--- config.mk ---
export PLATFORM = sky130hd
export DESIGN_NAME = upsc_ctrl
export DESIGN_NICKNAME = d
export VERILOG_FILES = /design/src/hdl/assert_macros.svh /design/src/hdl/upsc_pkg.sv /design/src/hdl/upsc_ctrl.sv
export SDC_FILE = /design/constraint.sdc
export NUM_CORES = 1
export LEC_CHECK = 0
export BUFFER_PORTS_ARGS = -buffer_cell sky130_fd_sc_hd__clkbuf_2
export CAP_MARGIN = 20
export CORE_MARGIN = 2
export CORE_UTILIZATION = 31
export DETAILED_ROUTE_END_ITERATION = 8
export SLEW_MARGIN = 10
export SYNTH_ARGS = -nofsm -noshare
export SYNTH_HDL_FRONTEND = slang
export SYNTH_SLANG_ARGS = --single-unit
--- constraint.sdc ---
create_clock -name i_clk -period 3.46 [get_ports i_clk]
set_input_delay 0.173 -clock i_clk [delete_from_list [all_inputs] [get_ports i_clk]]
set_output_delay 0.173 -clock i_clk [all_outputs]
set_load 0.005 [all_outputs]
--- src/hdl/assert_macros.svh ---
// assertion macros shared by the rtl modules
`ifndef ASSERT_MACROS_SVH
`define ASSERT_MACROS_SVH

// same-cycle implication, checked outside reset
`define UPSC_ASSERT_IMP(name, pre, post, msg) \
    name: assert property (@(posedge i_clk) disable iff (!i_rst_n) (pre) |-> (post)) \
        else $error(msg);

// next-cycle implication, checked outside reset
`define UPSC_ASSERT_NXT(name, pre, post, msg) \
    name: assert property (@(posedge i_clk) disable iff (!i_rst_n) (pre) |=> (post)) \
        else $error(msg);

`endif

--- src/hdl/upsc_pkg.sv ---
// shared constants, types and hash helpers of the unique pair sum counter
package upsc_pkg;

    localparam int SEEN_SLOTS = 1024;
    localparam int PAIR_SLOTS = 1024;
    localparam int SEEN_IW    = $clog2(SEEN_SLOTS);
    localparam int PAIR_IW    = $clog2(PAIR_SLOTS);
    localparam int MAX_SLOTS  = (SEEN_SLOTS > PAIR_SLOTS) ? SEEN_SLOTS : PAIR_SLOTS;
    localparam int CLR_W      = $clog2(MAX_SLOTS);

    localparam logic [10:0] COUNT_MAX = 11'd2047;
    localparam logic [31:0] SEEN_MULT = 32'd2654435761;
    localparam logic [63:0] MIX_GOLD  = 64'h9e3779b97f4a7c15;
    localparam logic [63:0] MIX_C1    = 64'hbf58476d1ce4e5b9;
    localparam logic [63:0] MIX_C2    = 64'h94d049bb133111eb;

    typedef enum logic [4:0] {
        OP_NONE,
        OP_ACCEPT,
        OP_LHASH,
        OP_SNEXT,
        OP_MKEY,
        OP_MADD,
        OP_XS30,
        OP_XS27,
        OP_XS31,
        OP_P0A,
        OP_P1A,
        OP_P2A,
        OP_P0B,
        OP_P1B,
        OP_P2B,
        OP_PNEXT,
        OP_PWRITE,
        OP_PFULL,
        OP_IHASH,
        OP_SWRITE,
        OP_SFULL,
        OP_LOAD,
        OP_CLEAR
    } t_op;

    typedef struct packed {
        t_op  op;
        logic rdy;
    } t_cmd;

    typedef struct packed {
        logic in_valid;
        logic last;
        logic sv;
        logic s_eq_y;
        logic s_eq_x;
        logic s_end;
        logic pv;
        logic p_eq;
        logic p_end;
        logic out_busy;
        logic clr_end;
    } t_stat;

    function automatic logic [SEEN_IW-1:0] seen_home(input logic [31:0] k);
        logic [SEEN_IW-1:0] p;
        p = k[SEEN_IW-1:0] * SEEN_MULT[SEEN_IW-1:0];
        return p;
    endfunction

endpackage

--- src/hdl/upsc_ctrl.sv ---
// sequencer that walks lookup, pair hash, pair insert, seen insert and clearing
module upsc_ctrl
    import upsc_pkg::*;
(
    input  logic  i_clk,
    input  logic  i_rst_n,
    input  t_stat i_stat,
    output t_cmd  o_cmd
);

    typedef enum logic [4:0] {
        S_CLR, S_IDLE, S_LHASH, S_LRD, S_LCMP, S_MKEY, S_MADD, S_X30,
        S_P0A, S_P1A, S_P2A, S_X27, S_P0B, S_P1B, S_P2B, S_X31,
        S_PRD, S_PCMP, S_IHASH, S_IRD, S_ICMP, S_DONE
    } t_state;

    t_state r_state, n_state;

    always_comb begin
        n_state   = r_state;
        o_cmd.op  = OP_NONE;
        o_cmd.rdy = 1'b0;
        case (r_state)
            S_CLR: begin
                o_cmd.op = OP_CLEAR;
                if (i_stat.clr_end) n_state = S_IDLE;
            end
            S_IDLE: begin
                o_cmd.rdy = 1'b1;
                if (i_stat.in_valid) begin
                    o_cmd.op = OP_ACCEPT;
                    n_state  = S_LHASH;
                end
            end
            S_LHASH: begin
                o_cmd.op = OP_LHASH;
                n_state  = S_LRD;
            end
            S_LRD: n_state = S_LCMP;
            S_LCMP: begin
                if (!i_stat.sv) begin
                    n_state = S_IHASH;
                end else if (i_stat.s_eq_y) begin
                    n_state = S_MKEY;
                end else if (i_stat.s_end) begin
                    n_state = S_IHASH;
                end else begin
                    o_cmd.op = OP_SNEXT;
                    n_state  = S_LRD;
                end
            end
            S_MKEY: begin o_cmd.op = OP_MKEY; n_state = S_MADD; end
            S_MADD: begin o_cmd.op = OP_MADD; n_state = S_X30;  end
            S_X30:  begin o_cmd.op = OP_XS30; n_state = S_P0A;  end
            S_P0A:  begin o_cmd.op = OP_P0A;  n_state = S_P1A;  end
            S_P1A:  begin o_cmd.op = OP_P1A;  n_state = S_P2A;  end
            S_P2A:  begin o_cmd.op = OP_P2A;  n_state = S_X27;  end
            S_X27:  begin o_cmd.op = OP_XS27; n_state = S_P0B;  end
            S_P0B:  begin o_cmd.op = OP_P0B;  n_state = S_P1B;  end
            S_P1B:  begin o_cmd.op = OP_P1B;  n_state = S_P2B;  end
            S_P2B:  begin o_cmd.op = OP_P2B;  n_state = S_X31;  end
            S_X31:  begin o_cmd.op = OP_XS31; n_state = S_PRD;  end
            S_PRD:  n_state = S_PCMP;
            S_PCMP: begin
                if (!i_stat.pv) begin
                    o_cmd.op = OP_PWRITE;
                    n_state  = S_IHASH;
                end else if (i_stat.p_eq) begin
                    n_state = S_IHASH;
                end else if (i_stat.p_end) begin
                    o_cmd.op = OP_PFULL;
                    n_state  = S_IHASH;
                end else begin
                    o_cmd.op = OP_PNEXT;
                    n_state  = S_PRD;
                end
            end
            S_IHASH: begin
                o_cmd.op = OP_IHASH;
                n_state  = S_IRD;
            end
            S_IRD: n_state = S_ICMP;
            S_ICMP: begin
                if (!i_stat.sv || i_stat.s_eq_x) begin
                    o_cmd.op = OP_SWRITE;
                    n_state  = S_DONE;
                end else if (i_stat.s_end) begin
                    o_cmd.op = OP_SFULL;
                    n_state  = S_DONE;
                end else begin
                    o_cmd.op = OP_SNEXT;
                    n_state  = S_IRD;
                end
            end
            S_DONE: begin
                if (!i_stat.out_busy) begin
                    o_cmd.op = OP_LOAD;
                    n_state  = i_stat.last ? S_CLR : S_IDLE;
                end
            end
            default: n_state = S_CLR;
        endcase
    end

    always_ff @(posedge i_clk) begin
        if (!i_rst_n) begin
            r_state <= S_CLR;
        end else begin
            r_state <= n_state;
        end
    end

endmodule

==> results.toml <==
[cells_and_area]
top_regs = "r_state x5"
finish.cell_count_without_fillers = 160
regMostFlops = "r_state"
most-common-layout-cells = "18 x sky130_fd_sc_hd__clkbuf_2, 10 x sky130_fd_sc_hd__a21oi_1, 8 x sky130_fd_sc_hd__nand2b_1, 8 x sky130_fd_sc_hd__nor2b_1"
finish.net_count = 144
num_antenna_cells = 0
syn2layout_area_growth_pct = 9.34
fraction_of_final_layout_cells_sized_beyond_drive_strength_1_pct = 18.5
largest_reg_flops = 5
layout_commonest_cell = "sky130_fd_sc_hd__clkbuf_2"

[cts]
clock_sinks = 5
ctsLongestPathBuffers = 2
cts_inserted_buffers = 3
clk_latency_ns = 0.23
clk_transition_reported_paths_ns = 0.04
cts_repair_resize_count = 0
post_cts_setup_repair_buffer_count = 0
htreeDepth = 1
hold_buffers = 0
clock_tree.root_cell = "sky130_fd_sc_hd__clkbuf_4"
cts_tree = "done"

[floorplanning]
top_level_ports = 19
width_of_the_chip_microns = 55.3
fp.dieH_microns = 55.3
num_rows = 18
floorplan.initialDensity_pct = 33.0
core_region_area_sq_um = 2480
floorplan.die_area_sq_um = 3060

[placed_design]
gp_congestion = 0.798
pre_cts_slack_ns = 1.43
placement.io_buffers = 18
hpwl_mm = 1.61
place.detailed.instances = 156

[setup_path]
worst_ep_required_time_ns = 3.29
startpoint_type_of_the_worst_setup_path = "flop"
cp-end-kind = "primary output"
worst-r2r-cell-count = 4
timing.critical_path.slowest_cell_delay_ns = 0.85
path_cells = "nor2b_1, o211ai_1, o221ai_1, or3_1, clkbuf_2"
crit_arrival_ns = 2.13
worst-setup-path-type = "reg -> out"
timing.critical_path.buf_inv = 1
critPathTopFamily = "flip-flops"
critical_path.slowest_cell = "sky130_fd_sc_hd__dfxtp_1"
timing.critical_path.depth = 5
critPathMaxFanout = 26

[power_and_ir_drop]
cellPowerDensity_nw_per_um2 = 293
static_leak_nw = 0.323
vdd_ir_drop_max_uv = 253
power.total_w = 0.000262

[timing]
final_worst_setup_slack_ns = 1.16
setup_viol = 0
final.setup_skew_ns = 0.000704
timing_hold_violations_final = 0
rsz0062_at_grt = "false"
layout_worst_path_cycle_share_pct = 66.5
final_slew_violations = 0
finalWorstPathRequiredPeriod_ns = 2.30
worst-slew-pin-transition_ns = 0.889
fmax_ghz = 0.435
setup_tns_ns = 0
relative_slew_slack_pct = 40.7

[logic_synthesis]
syn_area_sq_um = 817
syn_avg_cell_area_sq_um = 6.87
synthesized_flop_and_latch_total = 5
mappedNetlistNets = 132
netlist-cell-type-count = 43
synthesis.instances = 119
synth_seq_area_share_pct = 12.3
ys_warn_count = 0

[global_route]
grt_first_pass_wirelength_mm = 3.82
antenna_found_initial = 0
grt_max_degree = 30
globalRouteOverflowTotal = 0
globalRouteTotalUtil_pct = 14.8
grt_pass1_vias = 881

[route]
vias = 950
residual_antenna_violating_net_count_after_detailed_routing = 0
post_drt_wl_per_cell_microns = 13.6
final_routed_wirelength_across_all_metal_layers_mm = 2.18
drtIter0Drc = 37
vias_per_cell = 5.94
residual_drc_count = 0
detail_route.first_pass.iterations = 4

[worst_hold_path]
hold_class = "in -> reg"
hold_path_depth = 2

[status]
outcome = "completed"

[flow_run]
timing.max_cap.violations = 0
## worst reg2reg max path, delay by kind of cell, from the launching register on
kind / cells / cell delay, ns
DFF: 1 / 0.89
AOI/OAI and AO/OA: 3 / 0.54
and+or+nand+nor: 1 / 0.36
## path summary, 6_finish.rpt
path | from | slack, ns | endpoint
min | i_rst_n | 0.22 | r_state[0]$_SDFFE_PN0P_
min reg2reg | r_state[0]$_SDFFE_PN0P_ | 0.93 | r_state[4]$_SDFFE_PN0P_
max | r_state[3]$_SDFFE_PN0P_ | 1.16 | o_cmd[2]
max reg2reg | r_state[2]$_SDFFE_PN0P_ | 1.59 | r_state[1]$_SDFFE_PN0P_
## power by group
group | switching, W | total [W] | leakage, nW | internal, W
clock network | 0.0000209 | 0.0000643 | 0.0150 | 0.0000434
registers | 0.0000231 | 0.0000855 | 0.0407 | 0.0000624
logic | 0.0000562 | 0.000112 | 0.267 | 0.0000557
total | 0.000100 | 0.000262 | 0.323 | 0.000162
## layer usage
metal  vias to the layer above  global-route usage, %  share of wire [%]
met5                         -                      0                  0
met4                         0                   5.57                  0
met3                         0                   3.75                6.6
met2                        34                   22.8                 47
met1                       446                   19.7                 46
li1                        470                      -                  -
## kinds of logic (layout without fill, tap and decap cells)
family | after synthesis | count (layout) | synth area share (%)
multiplexers | 1 | 1 | 1.23
XOR/XNOR | 1 | 1 | 1.07
AND/OR/NAND/NOR | 51 | 51 | 37.7
AO/OA/AOI/OAI | 45 | 45 | 36.0
buffers and inverters | 16 | 27 | 11.8
flip-flops | 5 | 5 | 12.3
## area by class of cell
cell class	count	area, sq um
Clock buffer	4	26.3
Timing Repair Buffer	18	90.1
Inverter	5	18.8
Sequential cell	5	100
Fill cell	281	1580
Multi-Input combinational cell	98	621
Tap cell	30	37.5
## metrics by stage
stage,util [%],hold slack (ns),cell area (sq um)
floorplan,-,0.301,817
global placement,35.0,0.460,867
detailed placement,35.0,0.458,867
CTS,36.1,0.207,893
global route,36.1,0.211,893
finish,36.1,0.218,893
## cell usage after synthesis
cell / number / share of area, %
sky130_fd_sc_hd__o22a_1: 1 / 1.1
sky130_fd_sc_hd__nor2b_1: 8 / 6.1
sky130_fd_sc_hd__a32oi_1: 1 / 1.1
sky130_fd_sc_hd__o31ai_1: 1 / 0.92
sky130_fd_sc_hd__dfxtp_1: 5 / 12
sky130_fd_sc_hd__o22ai_1: 2 / 1.5
sky130_fd_sc_hd__nand2_1: 5 / 2.3
sky130_fd_sc_hd__inv_2: 1 / 0.46
sky130_fd_sc_hd__o31a_1: 2 / 2.1
sky130_fd_sc_hd__a2bb2oi_1: 1 / 1.1
sky130_fd_sc_hd__o221ai_1: 1 / 1.1
sky130_fd_sc_hd__mux2i_1: 1 / 1.2
sky130_fd_sc_hd__or3_1: 1 / 0.77
sky130_fd_sc_hd__nand2b_1: 8 / 6.1
sky130_fd_sc_hd__nor3_2: 1 / 1.2
sky130_fd_sc_hd__buf_2: 5 / 3.1
sky130_fd_sc_hd__and3b_1: 1 / 1.1
sky130_fd_sc_hd__buf_6: 2 / 2.8
sky130_fd_sc_hd__a211o_1: 2 / 2.1
sky130_fd_sc_hd__inv_1: 4 / 1.8
sky130_fd_sc_hd__o21ai_1: 6 / 3.7
sky130_fd_sc_hd__and3_1: 3 / 2.3
sky130_fd_sc_hd__buf_4: 4 / 3.7
sky130_fd_sc_hd__nor3b_1: 1 / 0.92
sky130_fd_sc_hd__nor4_1: 2 / 1.5
sky130_fd_sc_hd__nand3_1: 3 / 1.8
sky130_fd_sc_hd__a21oi_1: 10 / 6.1
sky130_fd_sc_hd__o41ai_1: 1 / 1.1
sky130_fd_sc_hd__nand3b_1: 1 / 0.92
sky130_fd_sc_hd__o311ai_0: 1 / 1.1
sky130_fd_sc_hd__nor3b_2: 1 / 1.5
sky130_fd_sc_hd__nor3_1: 6 / 3.7
sky130_fd_sc_hd__a211oi_1: 2 / 1.8
sky130_fd_sc_hd__xnor2_1: 1 / 1.1
sky130_fd_sc_hd__nor2_1: 5 / 2.3
sky130_fd_sc_hd__a21boi_1: 2 / 1.8
sky130_fd_sc_hd__a21boi_0: 1 / 0.92
sky130_fd_sc_hd__o21ai_0: 6 / 3.7
sky130_fd_sc_hd__or2_1: 1 / 0.77
sky130_fd_sc_hd__o2111a_1: 1 / 1.4
sky130_fd_sc_hd__nor4b_1: 4 / 4.3
sky130_fd_sc_hd__o211ai_1: 2 / 1.8
sky130_fd_sc_hd__a31oi_1: 2 / 1.5
No activity file was read; power rests on OpenSTA's default activity.
